==> config.mk <==
export PLATFORM = sky130hd
export DESIGN_NAME = dns_a_record_extractor_top
export DESIGN_NICKNAME = d
export VERILOG_FILES = /design/src/hw/rtl/dare_pkg.sv /design/src/hw/rtl/dns_a_record_extractor_top.sv
export SDC_FILE = /design/constraint.sdc
export NUM_CORES = 1
export LEC_CHECK = 0
export ABC_CLOCK_PERIOD_IN_PS = 4900
export BUFFER_PORTS_ARGS = -buffer_cell sky130_fd_sc_hd__buf_2
export CORE_UTILIZATION = 59
export DETAILED_ROUTE_END_ITERATION = 8
export PLACE_DENSITY = 0.78
export REMOVE_ABC_BUFFERS = 1
export SLEW_MARGIN = 15
export SYNTH_ARGS = -nofsm -noshare
export SYNTH_HDL_FRONTEND = slang
export SYNTH_SLANG_ARGS = --single-unit
export TNS_END_PERCENT = 100
==> constraint.sdc <==
create_clock -name clk -period 4.9 [get_ports clk]
set_input_delay 0 -clock clk [delete_from_list [all_inputs] [get_ports clk]]
set_output_delay 0 -clock clk [all_outputs]
set_load 0.01 [all_outputs]
==> src/hw/rtl/dare_pkg.sv <==
`timescale 1ns / 1ps
`default_nettype none

package dare_pkg;

    // Parser phases
    localparam int unsigned PHASE_W = 4;
    localparam logic [PHASE_W-1:0] PH_HEADER = 4'd0;
    localparam logic [PHASE_W-1:0] PH_QNAME  = 4'd1;
    localparam logic [PHASE_W-1:0] PH_QSKIP  = 4'd2;
    localparam logic [PHASE_W-1:0] PH_QPTR   = 4'd3;
    localparam logic [PHASE_W-1:0] PH_QFIXED = 4'd4;
    localparam logic [PHASE_W-1:0] PH_ANAME  = 4'd5;
    localparam logic [PHASE_W-1:0] PH_ASKIP  = 4'd6;
    localparam logic [PHASE_W-1:0] PH_APTR   = 4'd7;
    localparam logic [PHASE_W-1:0] PH_AFIXED = 4'd8;
    localparam logic [PHASE_W-1:0] PH_ARDATA = 4'd9;
    localparam logic [PHASE_W-1:0] PH_DONE   = 4'd10;

    // Status codes
    typedef logic [2:0] status_t;
    localparam status_t ST_FOUND        = 3'd0;
    localparam status_t ST_SHORT        = 3'd1;
    localparam status_t ST_ID_MISMATCH  = 3'd2;
    localparam status_t ST_NOT_RESPONSE = 3'd3;
    localparam status_t ST_NO_ANSWERS   = 3'd4;
    localparam status_t ST_NO_A_RECORD  = 3'd5;

    // Header byte positions
    localparam logic [3:0] HDR_ID_HI   = 4'd0;
    localparam logic [3:0] HDR_ID_LO   = 4'd1;
    localparam logic [3:0] HDR_FLAGS   = 4'd2;
    localparam logic [3:0] HDR_ANC_HI  = 4'd6;
    localparam logic [3:0] HDR_ANC_LO  = 4'd7;
    localparam logic [3:0] HEADER_LEN  = 4'd12;

    // Answer fixed-field positions
    localparam logic [3:0] FLD_TYPE_HI  = 4'd0;
    localparam logic [3:0] FLD_TYPE_LO  = 4'd1;
    localparam logic [3:0] FLD_CLASS_HI = 4'd2;
    localparam logic [3:0] FLD_CLASS_LO = 4'd3;
    localparam logic [3:0] FLD_LEN_HI   = 4'd8;
    localparam logic [3:0] FLD_LEN_LO   = 4'd9;
    localparam logic [3:0] FIXED_LEN    = 4'd10;
    localparam logic [3:0] QFIXED_LEN   = 4'd4;

    // Record constants
    localparam logic [7:0]  PTR_MASK   = 8'hC0;
    localparam logic [15:0] TYPE_A     = 16'd1;
    localparam logic [15:0] CLASS_IN   = 16'd1;
    localparam logic [15:0] A_RDLENGTH = 16'd4;

endpackage

`default_nettype wire

==> src/hw/rtl/dns_a_record_extractor_top.sv <==
// One result per datagram, valid in the cycle after the marked last byte is accepted.
// Throughput: one payload byte per cycle while not stalled; the state registers update
// on every accepted byte. Input stalls only while a finished result sits in the output
// register and is not taken. Reset (rst_n, asynchronous, active low) returns the parser
// to the header phase, clears expected_id to zero and drops any pending result.
`timescale 1ns / 1ps
`default_nettype none

module dns_a_record_extractor_top (
    input  wire logic                  clk,
    input  wire logic                  rst_n,
    input  wire logic                  cfg_write_en,
    input  wire logic [15:0]           cfg_write_data,
    input  wire logic                  in_valid,
    output logic                       in_ready,
    input  wire logic [7:0]            data_byte,
    input  wire logic                  last_byte,
    output logic                       out_valid,
    input  wire logic                  out_ready,
    output dare_pkg::status_t          status,
    output logic [31:0]                address
);
    import dare_pkg::*;

    logic [15:0]        expected_id_reg;

    logic [PHASE_W-1:0] phase_reg,          phase_next;
    logic [3:0]         header_index_reg,   header_index_next;
    logic [7:0]         id_high_byte_reg,   id_high_byte_next;
    logic [2:0]         header_verdict_reg, header_verdict_next;
    logic [15:0]        answers_left_reg,   answers_left_next;
    logic [15:0]        skip_count_reg,     skip_count_next;
    logic [3:0]         field_index_reg,    field_index_next;
    logic [15:0]        record_type_reg,    record_type_next;
    logic [15:0]        record_class_reg,   record_class_next;
    logic [15:0]        record_length_reg,  record_length_next;
    logic [31:0]        address_latch_reg,  address_latch_next;
    logic               found_reg,          found_next;

    logic               out_valid_reg;
    status_t            status_reg,         status_next;
    logic [31:0]        address_reg,        address_next;

    logic               in_fire;
    logic [3:0]         header_index_inc;
    logic [3:0]         field_index_inc;
    logic [15:0]        skip_dec;
    logic [15:0]        answers_dec;
    logic [15:0]        answers_cat;
    logic [15:0]        rlen_now;
    logic               record_is_a;

    // Accept bytes unless a result is stuck in the output register
    assign in_ready = !out_valid_reg || out_ready;
    assign in_fire  = in_valid && in_ready;

    // Shared arithmetic for the step logic
    assign header_index_inc = header_index_reg + 4'd1;
    assign field_index_inc  = field_index_reg + 4'd1;
    assign skip_dec    = (skip_count_reg != 16'd0) ? skip_count_reg - 16'd1 : skip_count_reg;
    assign answers_dec = (answers_left_reg != 16'd0) ? answers_left_reg - 16'd1
                                                     : answers_left_reg;
    assign answers_cat = {answers_left_reg[15:8], data_byte};
    assign rlen_now    = (field_index_reg == FLD_LEN_LO) ? {record_length_reg[15:8], data_byte}
                                                         : record_length_reg;
    assign record_is_a = (record_type_reg == TYPE_A) && (record_class_reg == CLASS_IN)
                         && (record_length_reg == A_RDLENGTH);

    // Advance the parser by one byte
    always_comb
    begin
        phase_next          = phase_reg;
        header_index_next   = header_index_reg;
        id_high_byte_next   = id_high_byte_reg;
        header_verdict_next = header_verdict_reg;
        answers_left_next   = answers_left_reg;
        skip_count_next     = skip_count_reg;
        field_index_next    = field_index_reg;
        record_type_next    = record_type_reg;
        record_class_next   = record_class_reg;
        record_length_next  = record_length_reg;
        address_latch_next  = address_latch_reg;
        found_next          = found_reg;

        unique case (phase_reg)
            PH_HEADER:
            begin
                case (header_index_reg)
                    HDR_ID_HI: id_high_byte_next = data_byte;
                    HDR_ID_LO:
                    begin
                        if ({id_high_byte_reg, data_byte} != expected_id_reg)
                            header_verdict_next = ST_ID_MISMATCH;
                    end
                    HDR_FLAGS:
                    begin
                        if (header_verdict_reg == ST_FOUND && !data_byte[7])
                            header_verdict_next = ST_NOT_RESPONSE;
                    end
                    HDR_ANC_HI: answers_left_next = {data_byte, 8'd0};
                    HDR_ANC_LO:
                    begin
                        answers_left_next = answers_cat;
                        if (header_verdict_reg == ST_FOUND && answers_cat == 16'd0)
                            header_verdict_next = ST_NO_ANSWERS;
                    end
                    default: ;
                endcase
                header_index_next = header_index_inc;
                if (header_index_inc >= HEADER_LEN)
                    phase_next = (header_verdict_next != ST_FOUND) ? PH_DONE : PH_QNAME;
            end
            PH_QNAME, PH_ANAME:
            begin
                if (data_byte == 8'd0)
                begin
                    field_index_next = 4'd0;
                    phase_next = (phase_reg == PH_QNAME) ? PH_QFIXED : PH_AFIXED;
                end
                else if ((data_byte & PTR_MASK) == PTR_MASK)
                begin
                    phase_next = (phase_reg == PH_QNAME) ? PH_QPTR : PH_APTR;
                end
                else
                begin
                    skip_count_next = {8'd0, data_byte};
                    phase_next = (phase_reg == PH_QNAME) ? PH_QSKIP : PH_ASKIP;
                end
            end
            PH_QSKIP, PH_ASKIP:
            begin
                skip_count_next = skip_dec;
                if (skip_dec == 16'd0)
                    phase_next = (phase_reg == PH_QSKIP) ? PH_QNAME : PH_ANAME;
            end
            PH_QPTR:
            begin
                field_index_next = 4'd0;
                phase_next       = PH_QFIXED;
            end
            PH_APTR:
            begin
                field_index_next = 4'd0;
                phase_next       = PH_AFIXED;
            end
            PH_QFIXED:
            begin
                field_index_next = field_index_inc;
                if (field_index_inc >= QFIXED_LEN)
                    phase_next = PH_ANAME;
            end
            PH_AFIXED:
            begin
                case (field_index_reg)
                    FLD_TYPE_HI:  record_type_next   = {data_byte, 8'd0};
                    FLD_TYPE_LO:  record_type_next   = {record_type_reg[15:8], data_byte};
                    FLD_CLASS_HI: record_class_next  = {data_byte, 8'd0};
                    FLD_CLASS_LO: record_class_next  = {record_class_reg[15:8], data_byte};
                    FLD_LEN_HI:   record_length_next = {data_byte, 8'd0};
                    FLD_LEN_LO:   record_length_next = rlen_now;
                    default: ;
                endcase
                field_index_next = field_index_inc;
                if (field_index_inc >= FIXED_LEN)
                begin
                    skip_count_next    = rlen_now;
                    address_latch_next = 32'd0;
                    if (rlen_now == 16'd0)
                    begin
                        // Empty rdata: close the record right here
                        answers_left_next = answers_dec;
                        phase_next = (answers_dec == 16'd0) ? PH_DONE : PH_ANAME;
                    end
                    else
                    begin
                        phase_next = PH_ARDATA;
                    end
                end
            end
            PH_ARDATA:
            begin
                address_latch_next = {address_latch_reg[23:0], data_byte};
                skip_count_next    = skip_dec;
                if (skip_dec == 16'd0)
                begin
                    if (record_is_a)
                    begin
                        found_next = 1'b1;
                        phase_next = PH_DONE;
                    end
                    else
                    begin
                        answers_left_next = answers_dec;
                        phase_next = (answers_dec == 16'd0) ? PH_DONE : PH_ANAME;
                    end
                end
            end
            default: ;
        endcase
    end

    // Form the result from the state after this byte
    always_comb
    begin
        if (header_index_next < HEADER_LEN)
            status_next = ST_SHORT;
        else if (header_verdict_next != ST_FOUND)
            status_next = header_verdict_next;
        else if (found_next)
            status_next = ST_FOUND;
        else
            status_next = ST_NO_A_RECORD;
        address_next = (status_next == ST_FOUND) ? address_latch_next : 32'd0;
    end

    // Hold the configured transaction id
    always_ff @(posedge clk or negedge rst_n)
    begin
        if (!rst_n)
            expected_id_reg <= 16'd0;
        else if (cfg_write_en)
            expected_id_reg <= cfg_write_data;
    end

    // Update parser state; clear it after the last byte of a datagram
    always_ff @(posedge clk or negedge rst_n)
    begin
        if (!rst_n)
        begin
            phase_reg          <= PH_HEADER;
            header_index_reg   <= 4'd0;
            id_high_byte_reg   <= 8'd0;
            header_verdict_reg <= ST_FOUND;
            answers_left_reg   <= 16'd0;
            skip_count_reg     <= 16'd0;
            field_index_reg    <= 4'd0;
            record_type_reg    <= 16'd0;
            record_class_reg   <= 16'd0;
            record_length_reg  <= 16'd0;
            address_latch_reg  <= 32'd0;
            found_reg          <= 1'b0;
        end
        else if (in_fire)
        begin
            if (last_byte)
            begin
                phase_reg          <= PH_HEADER;
                header_index_reg   <= 4'd0;
                id_high_byte_reg   <= 8'd0;
                header_verdict_reg <= ST_FOUND;
                answers_left_reg   <= 16'd0;
                skip_count_reg     <= 16'd0;
                field_index_reg    <= 4'd0;
                record_type_reg    <= 16'd0;
                record_class_reg   <= 16'd0;
                record_length_reg  <= 16'd0;
                address_latch_reg  <= 32'd0;
                found_reg          <= 1'b0;
            end
            else
            begin
                phase_reg          <= phase_next;
                header_index_reg   <= header_index_next;
                id_high_byte_reg   <= id_high_byte_next;
                header_verdict_reg <= header_verdict_next;
                answers_left_reg   <= answers_left_next;
                skip_count_reg     <= skip_count_next;
                field_index_reg    <= field_index_next;
                record_type_reg    <= record_type_next;
                record_class_reg   <= record_class_next;
                record_length_reg  <= record_length_next;
                address_latch_reg  <= address_latch_next;
                found_reg          <= found_next;
            end
        end
    end

    // Output request valid flag
    always_ff @(posedge clk or negedge rst_n)
    begin
        if (!rst_n)
            out_valid_reg <= 1'b0;
        else if (in_fire && last_byte)
            out_valid_reg <= 1'b1;
        else if (out_ready)
            out_valid_reg <= 1'b0;
    end

    // Load result payload on the last byte
    always_ff @(posedge clk)
    begin
        if (in_fire && last_byte)
        begin
            status_reg  <= status_next;
            address_reg <= address_next;
        end
    end

    assign out_valid = out_valid_reg;
    assign status    = status_reg;
    assign address   = address_reg;

`ifndef NO_ASSERTIONS
    // Address is zero on every result that is not a hit
    assert property (@(posedge clk) disable iff (!rst_n)
        (out_valid && status != ST_FOUND) |-> (address == 32'd0))
        else $error("nonzero address on a failed result");

    // Leaving the header phase requires the full header
    assert property (@(posedge clk) disable iff (!rst_n)
        (phase_reg != PH_HEADER) |-> (header_index_reg == HEADER_LEN))
        else $error("header phase left early");

    // A latched record parks the parser
    assert property (@(posedge clk) disable iff (!rst_n)
        found_reg |-> (phase_reg == PH_DONE && header_verdict_reg == ST_FOUND))
        else $error("found flag outside done phase");

    // Fixed-field counter stays inside the record header
    assert property (@(posedge clk) disable iff (!rst_n)
        (phase_reg == PH_AFIXED) |-> (field_index_reg < FIXED_LEN))
        else $error("fixed-field index overran");
`endif

endmodule

`default_nettype wire
==> impl_metrics.ini <==
[floorplanning]
start_util_pct = 60.0
core_mm2 = 0.0172
ios = 67
die_area_mm2 = 0.0181
num_rows = 48
die_y_um = 134
die_w_um = 134

[global_routing]
antenna_found_initial = 0
grt_pass1_vias = 8361
grt_pass1_wl_um = 44900
gr-total-overflow = 0
grt_max_degree = 101
grt_util_all_layers_pct = 31.9

[layout]
fill_cells = 1352
drive_above_1_share_pct = 16.6
utilization_pct = 67.3
antenna_cells = 0
syn_to_final_growth_pct = 12.2
nets = 1160

[critical_path]
r2r_slack_ns = 1.71
end_kind = flip-flop
startpoint_type = flip-flop
crit_path_max_fanout = 10
crit_type = flip-flop to flip-flop
r2r_start = skip_count_reg[0]
r2r_cells = 9
cp_data_arrival_time_ns = 3.51
reg2reg_to = answers_left_reg[14]
required_ns = 5.22

[timing]
maxSlewHeadroom_pct = 28.9
rsz0062_at_grt = no
worst_hold_slack_ns = 0.0388
fmax_mhz = 314
setup_viol = 0
fin_skew_ns = 0.0118
hold_viol = 0
finalSetupTns_ns = 0
fin_crit_ns = 3.19
finalCritPeriodShare_pct = 65.0
slew_viol_final = 0
worst_slew_pin_slew_ns = 1.06

[clock_tree]
clk_latency_ns = 0.45
clock-sinks = 188
htree_num_levels = 4
cts_tree = done
clk_pin_slew_ns = 0.08
cts_buffers = 17
root_buffer = clkbuf_16
clockBufferDepth = 2
post_cts_buffers = 0

[synth]
ys_seq_area_share_pct = 47.2
yosysWarningCount = 0
ys_types = 86
yosys-top-cells-area = dfrtp_1, edfxtp_1, mux2_2, nor2_1, o21ai_0
synth_most_common_cell = dfrtp_1
syn_inst = 1069
synth.avg_cell_area_um2 = 9.67
synth_top_area_share_pct = 37.0
synth-seq-cells = 188
synth_ff_type = dfrtp_1
synthTopCellsByCount = dfrtp_1, nor2_1, nand2_1
synth_edf_count = 35
syn-cell-area_mm2 = 0.0103
synthArstFlopShare_pct = 81.4
yosysTopAreaCell = dfrtp_1

[route]
drtAntennaViolNets = 0
drt_wl_total_um = 27900
viasPerCell = 6.64
drtIter0Drc = 1075
wl_per_cell_um = 20.6
vias = 9005
dr.pass1.iters = 8
drcViolationCount = 0

[hold_path]
hold_depth = 3
worstHoldEndpoint = answers_left_reg[15]
min_path_type = input port to flip-flop
hold_start = last_byte

[pwr]
irDropWorstVdd_mv = 0.367
powerDensity_mw_per_mm2 = 543
finalPower_mw = 6.30
p_leak_nw = 4.74

[placed_design]
place.gp.congestion = 0.933
port_buffers = 66
dp_hpwl_um = 18500

[status]
status = complete, no violations

[job]
maxCapViolations = 0
## area by class of cell
class                           count  area, um^2  share of cell area (%)
Clock buffer                       17         425                    3.66
Clock inverter                     15         179                    1.54
Inverter                           34         128                    1.10
Multi-Input combinational cell    776        5060                    43.6
Sequential cell                   188        4880                    42.0
Tap cell                          225         282                    2.43
Timing Repair Buffer              101         652                    5.62
## report_power, final
group | switching [mW] | total, mW | internal, mW | leakage (nW)
registers | 0.333 | 2.13 | 1.80 | 2.37
clock network | 0.688 | 1.42 | 0.732 | 0.292
logic | 1.75 | 2.75 | 1.00 | 2.07
total | 2.77 | 6.30 | 3.53 | 4.74
## worst max-delay path, stage by stage (launching register included)
cell and delay (ns):
dfrtp_1 0.42, inv_1 0.10, ha_1 0.36, or4b_4 0.53, o31ai_4 0.23, o211a_4 0.24
nand2_4 0.07, o41ai_4 0.60, nand2_1 0.20, mux2_2 0.32
## logic make-up (layout without fill, tap and decap cells)
logic type	after synthesis	after routing	share of synthesized area [%]
flops	188	188	47.2
compound gates	335	335	23.0
fa+ha+maj	12	12	1.45
simple gates	362	362	17.5
mux	44	44	4.86
xor+xnor	23	23	1.95
buf+inv	105	167	4.10
## placed cells by master (no fill, tap or decap), types with 8 or more instances in the layout
| cell | Yosys | layout |
|---|---|---|
| a21oi_1 | 47 | 47 |
| a221oi_1 | 8 | 8 |
| a22o_1 | 32 | 32 |
| a22oi_1 | 40 | 40 |
| a31oi_1 | 12 | 11 |
| and2_1 | 8 | 8 |
| buf_2 | 11 | 65 |
| buf_4 | 0 | 14 |
| clkbuf_16 | 0 | 17 |
| dfrtp_1 | 153 | 153 |
| dlygate4sd3_1 | 0 | 21 |
| edfxtp_1 | 35 | 35 |
| ha_1 | 12 | 12 |
| inv_1 | 33 | 33 |
| mux2_2 | 38 | 38 |
| nand2_1 | 101 | 101 |
| nand3_1 | 33 | 33 |
| nor2_1 | 107 | 105 |
| nor3_1 | 22 | 21 |
| nor4_1 | 20 | 20 |
| o211ai_1 | 8 | 8 |
| o21ai_0 | 80 | 80 |
| o22ai_1 | 8 | 8 |
| o31ai_1 | 25 | 25 |
| o41ai_1 | 12 | 12 |
| or4_1 | 10 | 10 |
| xor2_1 | 20 | 20 |
## how the worst max path moves through the flow
stage | endpoint | start | slack [ns] | cells after the start
after floorplan | address[0] | phase_reg[2] | 1.42 | 7
after global placement | answers_left_reg[3] | skip_count_reg[0] | 1.85 | 9
after detailed placement | answers_left_reg[3] | skip_count_reg[0] | 1.77 | 9
after CTS | answers_left_reg[3] | skip_count_reg[0] | 1.77 | 9
after global routing | answers_left_reg[1] | skip_count_reg[0] | 1.48 | 9
final | answers_left_reg[14] | skip_count_reg[0] | 1.71 | 9
## stage by stage
| stage | cell area, um^2 | cells | setup slack [ns] |
|---|---|---|---|
| 2_1_floorplan | 10000 | 998 | 1.42 |
| 3_3_place_gp | 10800 | 1303 | 1.85 |
| 3_5_place_dp | 10800 | 1303 | 1.77 |
| 4_1_cts | 11600 | 1356 | 1.77 |
| 5_1_grt | 11600 | 1356 | 1.48 |
| 6_report | 11600 | 1356 | 1.71 |
## routing by layer
metal  vias up  wire length, um  GRT usage [%]
met5         -                0              0
met4         0              753           11.5
met3        72             2310           5.14
met2       463            12900           49.9
met1      4378            11900           45.1
li1       4092                -              -
## repair_timing
| action | 4_1_cts | 5_1_grt |
|---|---|---|
| resized for setup | 0 | 0 |
| hold endpoints to repair | 119 | 0 |
| hold buffers | 21 | 0 |
No activity file was read; power rests on OpenSTA's default activity.
